### config.mk
export PLATFORM = sky130hd
export DESIGN_NAME = cec_frame_receiver_core
export DESIGN_NICKNAME = d
export VERILOG_FILES = /design/src/cfr_pkg.sv /design/src/cfr_step.sv /design/src/cec_frame_receiver_core.sv
export SDC_FILE = /design/constraint.sdc
export NUM_CORES = 1
export LEC_CHECK = 0
export ABC_CLOCK_PERIOD_IN_PS = 15500
export BUFFER_PORTS_ARGS = -buffer_cell sky130_fd_sc_hd__buf_2
export CORE_MARGIN = 10
export CORE_UTILIZATION = 50
export CTS_CLUSTER_DIAMETER = 60
export CTS_CLUSTER_SIZE = 25
export DETAILED_ROUTE_END_ITERATION = 16
export PLACE_DENSITY = 0.67
export SLEW_MARGIN = 10
export SYNTH_ARGS = -nofsm -noshare
export SYNTH_HDL_FRONTEND = slang
export SYNTH_SLANG_ARGS = --single-unit
export TNS_END_PERCENT = 50
### constraint.sdc
create_clock -name clk -period 15.5 [get_ports clk]
set_input_delay 3.1 -clock clk [delete_from_list [all_inputs] [get_ports clk]]
set_output_delay 3.1 -clock clk [all_outputs]
set_load 0.005 [all_outputs]
### src/cfr_pkg.sv
// ----------------------------------------------------------------------------
// CEC frame receiver package
// Shared word types, phase codes, timing windows and frame-size constants.
// ----------------------------------------------------------------------------
`default_nettype none

package cfr_pkg;

  localparam int MAX_FRAME_BYTES = 16;
  localparam int COUNT_W = $clog2(MAX_FRAME_BYTES + 1);

  localparam logic [3:0] PH_IDLE       = 4'd0;
  localparam logic [3:0] PH_START_LOW  = 4'd1;
  localparam logic [3:0] PH_START_HIGH = 4'd2;
  localparam logic [3:0] PH_DATA_LOW   = 4'd3;
  localparam logic [3:0] PH_DATA_HIGH  = 4'd4;
  localparam logic [3:0] PH_EOM_LOW    = 4'd5;
  localparam logic [3:0] PH_EOM_HIGH   = 4'd6;
  localparam logic [3:0] PH_ACK_LOW    = 4'd7;
  localparam logic [3:0] PH_ACK_HIGH   = 4'd8;
  localparam logic [3:0] PH_ACK_END    = 4'd9;
  localparam logic [3:0] PH_DONE       = 4'd10;
  localparam logic [3:0] PH_ABORT      = 4'd11;

  localparam logic       CMD_ARM  = 1'b0;
  localparam logic       CMD_EDGE = 1'b1;

  localparam logic [31:0] START_LOW_MIN   = 32'd3500;
  localparam logic [31:0] START_LOW_MAX   = 32'd3900;
  localparam logic [31:0] FIRST_BIT_MIN   = 32'd4300;
  localparam logic [31:0] FIRST_BIT_MAX   = 32'd4700;
  localparam logic [31:0] BIT_PERIOD_MIN  = 32'd2050;
  localparam logic [31:0] BIT_PERIOD_MAX  = 32'd2750;
  localparam logic [31:0] ONE_LOW_MIN     = 32'd400;
  localparam logic [31:0] ONE_LOW_MAX     = 32'd800;
  localparam logic [31:0] ZERO_LOW_MIN    = 32'd1300;
  localparam logic [31:0] ZERO_LOW_MAX    = 32'd1700;
  localparam logic [31:0] ACK_HOLD_US     = 32'd1500;
  localparam logic [3:0]  BROADCAST_ADDR  = 4'hf;

  typedef struct packed {
    logic        command;
    logic        edge_rising;
    logic [31:0] timestamp_us;
  } cfr_in_t;

  typedef struct packed {
    logic        byte_valid;
    logic [7:0]  byte_value;
    logic [3:0]  byte_index;
    logic        drive_ack;
    logic [31:0] ack_release_time;
    logic        frame_done;
    logic        frame_aborted;
    logic [4:0]  frame_length;
    logic        acked;
  } cfr_out_t;

  typedef struct packed {
    logic [3:0]         phase;
    logic [31:0]        mark_time;
    logic               first_bit_pending;
    logic [COUNT_W-1:0] byte_count;
    logic [3:0]         bit_count;
    logic [7:0]         shift_value;
    logic [3:0]         header_dest;
    logic               end_of_message;
    logic               ack_given;
  } cfr_state_t;

endpackage

`default_nettype wire

### src/cfr_step.sv
// ----------------------------------------------------------------------------
// CEC frame receiver step logic
// Computes the next receiver state and the result word for one edge or arm.
// ----------------------------------------------------------------------------
`default_nettype none

module cfr_step
  import cfr_pkg::*;
(
  input  wire cfr_state_t st,
  input  wire cfr_in_t    in_word,
  input  wire [3:0]       own_address,
  output cfr_state_t      st_nxt,
  output logic            emit,
  output cfr_out_t        res
);

  logic [31:0]        dt;
  logic               is_one;
  logic               is_zero;
  logic               rising;
  logic [3:0]         bits_nxt;
  logic [7:0]         shift_nxt;
  logic               period_ok;

  assign dt        = in_word.timestamp_us - st.mark_time;
  assign rising    = in_word.edge_rising;
  assign is_one    = (dt >= ONE_LOW_MIN) && (dt <= ONE_LOW_MAX);
  assign is_zero   = (dt >= ZERO_LOW_MIN) && (dt <= ZERO_LOW_MAX);
  assign bits_nxt  = st.bit_count + 4'd1;
  assign shift_nxt = {st.shift_value[6:0], is_one};
  assign period_ok = st.first_bit_pending ?
                     ((dt >= FIRST_BIT_MIN) && (dt <= FIRST_BIT_MAX)) :
                     ((dt >= BIT_PERIOD_MIN) && (dt <= BIT_PERIOD_MAX));

  always_comb begin
    st_nxt = st;
    res    = '0;
    emit   = 1'b0;
    if (in_word.command == CMD_ARM) begin
      st_nxt       = '0;
      st_nxt.phase = PH_START_LOW;
    end else begin
      unique case (st.phase)
        PH_START_LOW: begin
          if (!rising) begin
            st_nxt.mark_time = in_word.timestamp_us;
            st_nxt.phase     = PH_START_HIGH;
          end
        end
        PH_START_HIGH: begin
          if (rising) begin
            if ((dt >= START_LOW_MIN) && (dt <= START_LOW_MAX)) begin
              st_nxt.first_bit_pending = 1'b1;
              st_nxt.byte_count        = '0;
              st_nxt.bit_count         = '0;
              st_nxt.phase             = PH_DATA_LOW;
            end else begin
              st_nxt.phase      = PH_ABORT;
              res.frame_aborted = 1'b1;
              emit              = 1'b1;
            end
          end
        end
        PH_DATA_LOW, PH_EOM_LOW: begin
          if (!rising) begin
            if ((st.phase == PH_DATA_LOW) && (st.bit_count == 4'd0) &&
                (st.byte_count >= COUNT_W'(MAX_FRAME_BYTES))) begin
              st_nxt.phase      = PH_ABORT;
              res.frame_aborted = 1'b1;
              emit              = 1'b1;
            end else if (period_ok) begin
              st_nxt.mark_time         = in_word.timestamp_us;
              st_nxt.first_bit_pending = 1'b0;
              st_nxt.phase = (st.phase == PH_EOM_LOW) ? PH_EOM_HIGH : PH_DATA_HIGH;
            end else begin
              st_nxt.phase      = PH_ABORT;
              res.frame_aborted = 1'b1;
              emit              = 1'b1;
            end
          end
        end
        PH_DATA_HIGH, PH_EOM_HIGH: begin
          if (rising) begin
            if (!is_one && !is_zero) begin
              st_nxt.phase      = PH_ABORT;
              res.frame_aborted = 1'b1;
              emit              = 1'b1;
            end else if (st.phase == PH_EOM_HIGH) begin
              st_nxt.end_of_message = is_one;
              st_nxt.phase          = PH_ACK_LOW;
            end else if (bits_nxt >= 4'd8) begin
              res.byte_valid = 1'b1;
              res.byte_value = shift_nxt;
              res.byte_index = 4'(st.byte_count);
              emit           = 1'b1;
              if (st.byte_count == '0) begin
                st_nxt.header_dest = shift_nxt[3:0];
              end
              st_nxt.byte_count  = st.byte_count + COUNT_W'(1);
              st_nxt.bit_count   = '0;
              st_nxt.shift_value = '0;
              st_nxt.phase       = PH_EOM_LOW;
            end else begin
              st_nxt.shift_value = shift_nxt;
              st_nxt.bit_count   = bits_nxt;
              st_nxt.phase       = PH_DATA_LOW;
            end
          end
        end
        PH_ACK_LOW: begin
          if (!rising) begin
            st_nxt.mark_time = in_word.timestamp_us;
            if ((st.header_dest != BROADCAST_ADDR) && (st.header_dest == own_address)) begin
              st_nxt.ack_given     = 1'b1;
              res.drive_ack        = 1'b1;
              res.ack_release_time = in_word.timestamp_us + ACK_HOLD_US;
              emit                 = 1'b1;
              st_nxt.phase         = PH_ACK_END;
            end else begin
              st_nxt.phase = PH_ACK_HIGH;
            end
          end
        end
        PH_ACK_HIGH, PH_ACK_END: begin
          if (rising) begin
            if ((st.phase == PH_ACK_HIGH) && !is_one && !is_zero) begin
              st_nxt.phase      = PH_ABORT;
              res.frame_aborted = 1'b1;
              emit              = 1'b1;
            end else if (st.end_of_message) begin
              st_nxt.phase     = PH_DONE;
              res.frame_done   = 1'b1;
              res.frame_length = 5'(st.byte_count);
              emit             = 1'b1;
            end else begin
              st_nxt.phase = PH_DATA_LOW;
            end
          end
        end
        default: begin
        end
      endcase
    end
    res.acked = st_nxt.ack_given;
  end

endmodule

`default_nettype wire

### src/cec_frame_receiver_core.sv
// ----------------------------------------------------------------------------
// CEC frame receiver core
// Decodes a single-wire CEC frame from timestamped line edges, one word per
// edge, and reports completed bytes, ack requests and the end of the frame.
// ----------------------------------------------------------------------------
//   Channel  Ports                         Word
//   input    in_valid / in_ready           cfr_in_t  (command, edge, timestamp)
//   result   out_valid / out_ready         cfr_out_t (byte, ack, frame status)
//   config   cfg_we / cfg_wdata            own address, 4 bits
//
// The step logic updates the frame state and writes the result register
// on the accepting edge.
// A new word is accepted every cycle while the result register is empty or
// being taken; only a stalled result holds off input.
// Words that cause no result leave the result register untouched.
// Reset clears the frame state to idle and the own address to 15.
// ----------------------------------------------------------------------------
`default_nettype none

module cec_frame_receiver_core
  import cfr_pkg::*;
(
  input  wire       clk,
  input  wire       rst_n,
  input  wire       in_valid,
  output logic      in_ready,
  input  wire cfr_in_t in_data,
  output logic      out_valid,
  input  wire       out_ready,
  output cfr_out_t  out_data,
  input  wire       cfg_we,
  input  wire [3:0] cfg_wdata
);

  cfr_state_t st_r;
  cfr_state_t st_nxt;
  cfr_out_t   res;
  cfr_out_t   out_data_r;
  logic       out_valid_r;
  logic [3:0] own_address_r;
  logic       emit;
  logic       in_fire;

  cfr_step u_step (
    .st          (st_r),
    .in_word     (in_data),
    .own_address (own_address_r),
    .st_nxt      (st_nxt),
    .emit        (emit),
    .res         (res)
  );

  assign in_ready  = !out_valid_r || out_ready;
  assign in_fire   = in_valid && in_ready;
  assign out_valid = out_valid_r;
  assign out_data  = out_data_r;

  always_ff @(posedge clk) begin
    if (!rst_n) begin
      st_r          <= '0;
      out_valid_r   <= 1'b0;
      own_address_r <= BROADCAST_ADDR;
    end else begin
      if (cfg_we) begin
        own_address_r <= cfg_wdata;
      end
      if (in_fire) begin
        st_r <= st_nxt;
      end
      if (in_fire && emit) begin
        out_valid_r <= 1'b1;
      end else if (out_ready) begin
        out_valid_r <= 1'b0;
      end
    end
  end

  always_ff @(posedge clk) begin
    if (in_fire && emit) begin
      out_data_r <= res;
    end
  end

  a_emit_shows: assert property (@(posedge clk) disable iff (!rst_n)
    in_fire && emit |=> out_valid_r)
    else $error("result was not presented");

  a_abort_phase: assert property (@(posedge clk) disable iff (!rst_n)
    in_fire && emit && res.frame_aborted |=> st_r.phase == PH_ABORT)
    else $error("abort did not reach abort phase");

  a_done_phase: assert property (@(posedge clk) disable iff (!rst_n)
    in_fire && emit && res.frame_done |=> st_r.phase == PH_DONE)
    else $error("frame end did not reach done phase");

  a_status_excl: assert property (@(posedge clk) disable iff (!rst_n)
    out_valid_r |-> !(out_data_r.frame_done && out_data_r.frame_aborted))
    else $error("frame both done and aborted");

  a_count_bound: assert property (@(posedge clk) disable iff (!rst_n)
    st_r.byte_count <= COUNT_W'(MAX_FRAME_BYTES))
    else $error("byte count beyond frame limit");

endmodule

`default_nettype wire

==> out/results.tsv, run 1 <==
metric	value	unit
P&R area growth vs syn	14.6	%
vias	7438	
DIE HEIGHT	147	um
Post-Place Worst Slack	7.52	ns
final wirelength	21.9	mm
largest area contributor in the netlist	edfxtp_1	
CP required	15.86	ns
Detail Route Antenna Nets	0	
Cell Area, Synth	0.00805	sq mm
clk_skew	0.00993	ns
# Post-CTS Setup Buffers	0	
hold buffers post-CTS	0	
placed instance area	0.00863	sq mm
Post-Syn Instances	934	
Critical Path Start Type	input port	
first-pass GRT wire length	36.5	mm
GP Congestion	0.989	
Overflow after GRT	0	
syn avg cell area	8.62	sq um
wire per inst	17.6	um
final instance area	0.00923	sq mm
sequential share of the synthesized area	0.361	
final setup TNS	0	ns
antenna violations before repair	0	
Final Hold Viols	0	
ANT cells	0	
RSZ-0062 raised after global routing	no	
vias in the first global route	7152	
Final period util	0.491	
Sink Count	118	
pin count of the biggest net entering global routing	55	
fraction of layout cells with a size suffix above 1	0.158	
most frequent cell after synthesis	nor2_1	
synth warn	0	
DR iter-0 viols	643	
maxcap violations	0	
Final Setup Violations	0	
clk buf depth	2	
Leak	0.00332	uW
Hold WC Path Type	reg -> reg	
pin slew with the least headroom to its limit	0.969	ns
GRT Total Usage	0.202	
Post-synth ARST share	0	
crit path max-delay cell type	nor4_4	
leading register cell type out of synthesis	dfxtp_1	
min Tclk post-route	7.61	ns
number of gates resized after cts	0	
CP max stage delay	0.81	ns
Buf/Inv on CP	3	
Total Nets Final	1097	
vias per cell	5.97	
# DRC	0	
top cell family by delay on the critical path	compound AO/OA/AOI/OAI gates	
Setup Crit Path Kind	in -> reg	
Area contributors post-synth	edfxtp_1, dfxtp_1, ha_1	
TritonCTS clock tree	yes	
WP data arrival	7.96	ns
post-synth top area share	0.201	
htree depth	4	
Slew Limit Fails	0	
library cells used by synthesis	80	
clock root cell	clkbuf_16	
I/O pin total	99	
core area	0.0158	sq mm
clock transition at the registers of the reported paths	0.06	ns
hold slack	0.467	ns
hpwl dp	16.1	mm
Worst VDD drop	67.1	uV
Clock Latency Late Sink	0.42	ns
largest fanout on the critical path	18	
Post-synth EDFFs	54	
Synth Net Count	1014	
Placement Rows	46	
status	complete, no violations	
fin worst setup slack	7.89	ns
top cells by count, synth	nor2_1, nand2_1, dfxtp_1, a21oi_1	
initial core utilization	0.509	
ordered cell list for the critical path	buf_2 -> inv_1 -> ha_1 -> fa_1 -> nor2b_1 -> o2111ai_1 -> a21oi_1 -> o21ai_0 -> a21boi_0 -> mux2i_1 -> nand3_1 -> or4_4 -> o31a_4 -> nor4_4 -> buf_4 -> a22o_1	
Power Dens Cells	92.3	mW/mm^2
drt pass-1 iters	8	
fmax	0.131	GHz
Slew headroom	0.349	
IO buf count	98	
synthesized flop and latch total	118	
CTS Buf Count	17	
die area	0.0216	sq mm
CP Capture Type	flip-flop	
chip width	147	um
==> worst register-to-register path, cell delays in order (launching register included) <==
cell and delay [ns]:
dfxtp_1 0.33, inv_1 0.05, ha_1 0.47, nand2_1 0.21
o21ai_0 0.38, nor2_1 0.07, a21oi_1 0.46, a211oi_1 0.22
o31ai_1 0.31, xnor2_1 0.17, or4_4 0.58, o31a_4 0.40
nor4_4 0.81, buf_4 0.40, a22o_1 0.19
==> where the power goes <==
group / switching [uW] / internal (uW) / total (uW)
Combinational: 81.4 / 46.6 / 128
Clock: 154 / 240 / 394
Sequential: 2.94 / 326 / 329
==> layout make-up <==
type	count	area [sq um]
repair buffers	103	528
inverters	55	206
fillers	1457	6600
clock buffers	17	425
well taps	216	270
clock inverters	15	168
multi-input cells	722	4720
flip-flops and latches	118	2900
==> flip-flops by register name (all words and copies together) (netlist names) <==
register and flops:
out_data 54, out_valid 1, own_address_r 4, st_r 59
==> through the flow <==
stage	power, uW	utilization	instances
floorplan	426	-	934
global placement	461	0.545	1214
detailed placement	461	0.545	1214
CTS	855	0.583	1246
global route	888	0.583	1246
finish	851	0.583	1246
==> per-layer routing <==
layer	GRT usage	routed length [um]
met5	0	0
met4	0.0610	337
met3	0.0415	1240
met2	0.337	10500
met1	0.258	9820
==> cells in the final DEF (no fill, tap or decap), types with 14 or more instances in the layout <==
| master | count |
|---|---|
| xnor2_1 | 26 |
| nor3_1 | 33 |
| nand4_1 | 21 |
| nand3_1 | 26 |
| clkbuf_16 | 17 |
| a21oi_1 | 56 |
| and2_1 | 26 |
| xor2_1 | 23 |
| nor2b_1 | 14 |
| inv_1 | 54 |
| a31oi_1 | 14 |
| dfxtp_1 | 64 |
| nand2_1 | 81 |
| o21ai_0 | 50 |
| buf_2 | 98 |
| a22o_1 | 43 |
| nor2_1 | 87 |
| ha_1 | 36 |
| edfxtp_1 | 54 |
==> logic make-up (layout without fill, tap and decap cells) <==
| family | Yosys count | in the layout | synth area share |
|---|---|---|---|
| multiplexers | 13 | 13 | 0.0165 |
| AND/OR/NAND/NOR | 368 | 368 | 0.237 |
| buffers and inverters | 94 | 190 | 0.0528 |
| adder cells (fa/ha/maj) | 37 | 37 | 0.0584 |
| flip-flops | 118 | 118 | 0.361 |
| AO/OA/AOI/OAI | 255 | 255 | 0.221 |
| XOR/XNOR | 49 | 49 | 0.0533 |
==> path summary, 6_finish.rpt <==
kind              startpoint       end  slack, ns  cells after the start
setup / recovery  in_data[0]  st_r[54]       7.89                     16
hold / removal      st_r[12]  st_r[12]       0.47                      1
setup reg to reg    st_r[37]  st_r[54]      10.38                     14
hold reg to reg     st_r[12]  st_r[12]       0.47                      1
Power figures use the tool's default switching activity.
==> run 2: changes to the inputs <==
ABC_CLOCK_PERIOD_IN_PS = 6600   (was 15500)
PLACE_DENSITY = 0.7   (was 0.67)
clock period = 6.6 ns   (was 15.5 ns; I/O delays follow)
==> out/results.tsv, run 2 (same netlist as run 1, synthesis figures left out) <==
metric	value	unit	change
pin count of the biggest net entering global routing	55		unchanged
Final period util	0.857		
Final Power	2040	uW	+140%
clk_skew	0.0109	ns	+0.00101 ns
final setup TNS	0	ns	unchanged
number of gates resized after cts	0		unchanged
WP data arrival	5.73	ns	-2.23 ns
Final Hold Viols	0		unchanged
CP max stage delay	0.52	ns	-0.29 ns
# DRC	0		unchanged
Critical Path Start Type	input port		
dpl cells	1214		unchanged
final wirelength	21.5	mm	-2.0%
DIE HEIGHT	147	um	unchanged
Slew Limit Fails	0		unchanged
wire per inst	17.2	um	-2.0%
Total Nets Final	1097		unchanged
drt pass-1 iters	5		-3
Worst Hold Launch	st_r[12]		
Largest register FFs	59		unchanged
first-pass GRT wire length	36.0	mm	-1.4%
chip width	147	um	unchanged
CTS Buf Count	17		unchanged
IO buf count	98		unchanged
clock root cell	clkbuf_16		
GP Congestion	1.01		+2.2%
vias in the first global route	6966		-2.6%
hpwl dp	15.9	mm	-1.6%
largest fanout on the critical path	54		+36
P&R area growth vs syn	15.0	%	
top cell family by delay on the critical path	compound AO/OA/AOI/OAI gates		
clk buf depth	2		unchanged
Placement Rows	46		unchanged
fmax	0.177	GHz	
origin of the critical flop-to-flop path	st_r[31]		
Setup Crit Path Kind	in -> reg		
# Post-CTS Setup Buffers	0		unchanged
Final Setup Violations	0		unchanged
pin slew with the least headroom to its limit	1.01	ns	+0.0416 ns
clock transition at the registers of the reported paths	0.06	ns	about the same
Buf/Inv on CP	3		unchanged
RSZ-0062 raised after global routing	no		
die area	0.0216	sq mm	unchanged
fillcell total	1446		-0.75%
fraction of layout cells with a size suffix above 1	0.158		unchanged
crit path max-delay cell type	or4_4		
maxcap violations	0		unchanged
htree depth	4		unchanged
fin cells	1246		unchanged
status	complete, no violations		
Power Dens Cells	221	mW/mm^2	+140%
TritonCTS clock tree	yes		
Clock Latency Late Sink	0.42	ns	about the same
core area	0.0158	sq mm	unchanged
Biggest register	st_r		
placed instance area	0.00864	sq mm	about the same
Detail Route Antenna Nets	0		unchanged
hold buffers post-CTS	0		unchanged
CP required	6.68	ns	-9.18 ns
most frequent cells in the layout	buf_2, nor2_1, nand2_1		
GRT Total Usage	0.199		-0.00332
Hold WC Path Type	reg -> reg		
Setup crit start	in_data[0]		
Sink Count	118		unchanged
Slew headroom	0.325		-0.0244
vias	7429		-0.12%
Overflow after GRT	0		unchanged
initial core utilization	0.509		unchanged
DR iter-0 viols	880		+37%
ANT cells	0		unchanged
most common cell after layout, fill and taps aside	buf_2		
I/O pin total	99		unchanged
min Tclk post-route	5.66	ns	
ordered cell list for the critical path	buf_2 -> inv_1 -> ha_1 -> fa_1 -> nor2b_1 -> o2111ai_1 -> a21oi_1 -> o21ai_0 -> a21boi_0 -> mux2i_1 -> nand3_1 -> or4_4 -> o31a_4 -> or3_1 -> and3_2 -> buf_4		
Leak	0.00334	uW	+0.76%
hold slack	0.472	ns	+0.00477 ns
antenna violations before repair	0		unchanged
CP Capture Type	flip-flop		
vias per cell	5.96		-0.12%
Worst VDD drop	175	uV	+160%
final instance area	0.00926	sq mm	+0.34%
[run 2: cell types whose count changed in the layout (fill, tap and decap cells not counted)]
| cell | change |
|---|---|
| clkinvlp_4 | -3 |
| a21oi_2 | -1 |
| a21oi_4 | +1 |
| bufinv_16 | +1 |
| clkinv_2 | +1 |
| clkinv_4 | +1 |
| inv_6 | -1 |
| inv_8 | +1 |
[run 2: per-stage QoR]
step	setup WS, ns	utilization
2_1_floorplan	0.803	-
3_3_place_gp	0.637	0.546
3_5_place_dp	0.609	0.546
4_1_cts	1.05	0.585
5_1_grt	0.664	0.585
6_report	0.944	0.585
[run 2: where the power goes]
group          switching (uW)  internal [uW]
Combinational             190            109
Clock                     370            603
Sequential               6.75            766
[run 2: final timing paths]
kind / to / slack, ns / depth (start not counted)
hold / removal: st_r[12] / 0.47 / 1
setup reg to reg: out_data[6] / 1.66 / 14
setup / recovery: out_data[6] / 0.94 / 16
hold reg to reg: st_r[12] / 0.47 / 1
[run 2: routing by layer]
metal,GRT usage,vias to the layer above,share of wire
li1,-,3623,-
met1,0.267,3447,0.46
met2,0.305,320,0.45
met3,0.0528,39,0.073
met4,0.0629,0,0.021
met5,0,-,0
[run 2: worst register-to-register path: stages, from the launching register on]
cell and delay, ns:
dfxtp_1 0.34, inv_1 0.05, ha_1 0.44, a21oi_1 0.16, o21ai_0 0.52, a21boi_1 0.19
a2111oi_0 0.54, nor3_1 0.12, xor2_1 0.23, nand3_1 0.11, or4_4 0.54, o31a_4 0.40
or3_1 0.37, and3_2 0.21, buf_4 0.30
[run 2: cell type report]
cell class                      count  area, sq um  area share
Clock inverter                     15          191      0.0207
Timing Repair Buffer              103          528      0.0570
Multi-Input combinational cell    722         4730       0.511
Sequential cell                   118         2900       0.314
Clock buffer                       17          425      0.0460
Tap cell                          216          270      0.0292
Inverter                           55          206      0.0223
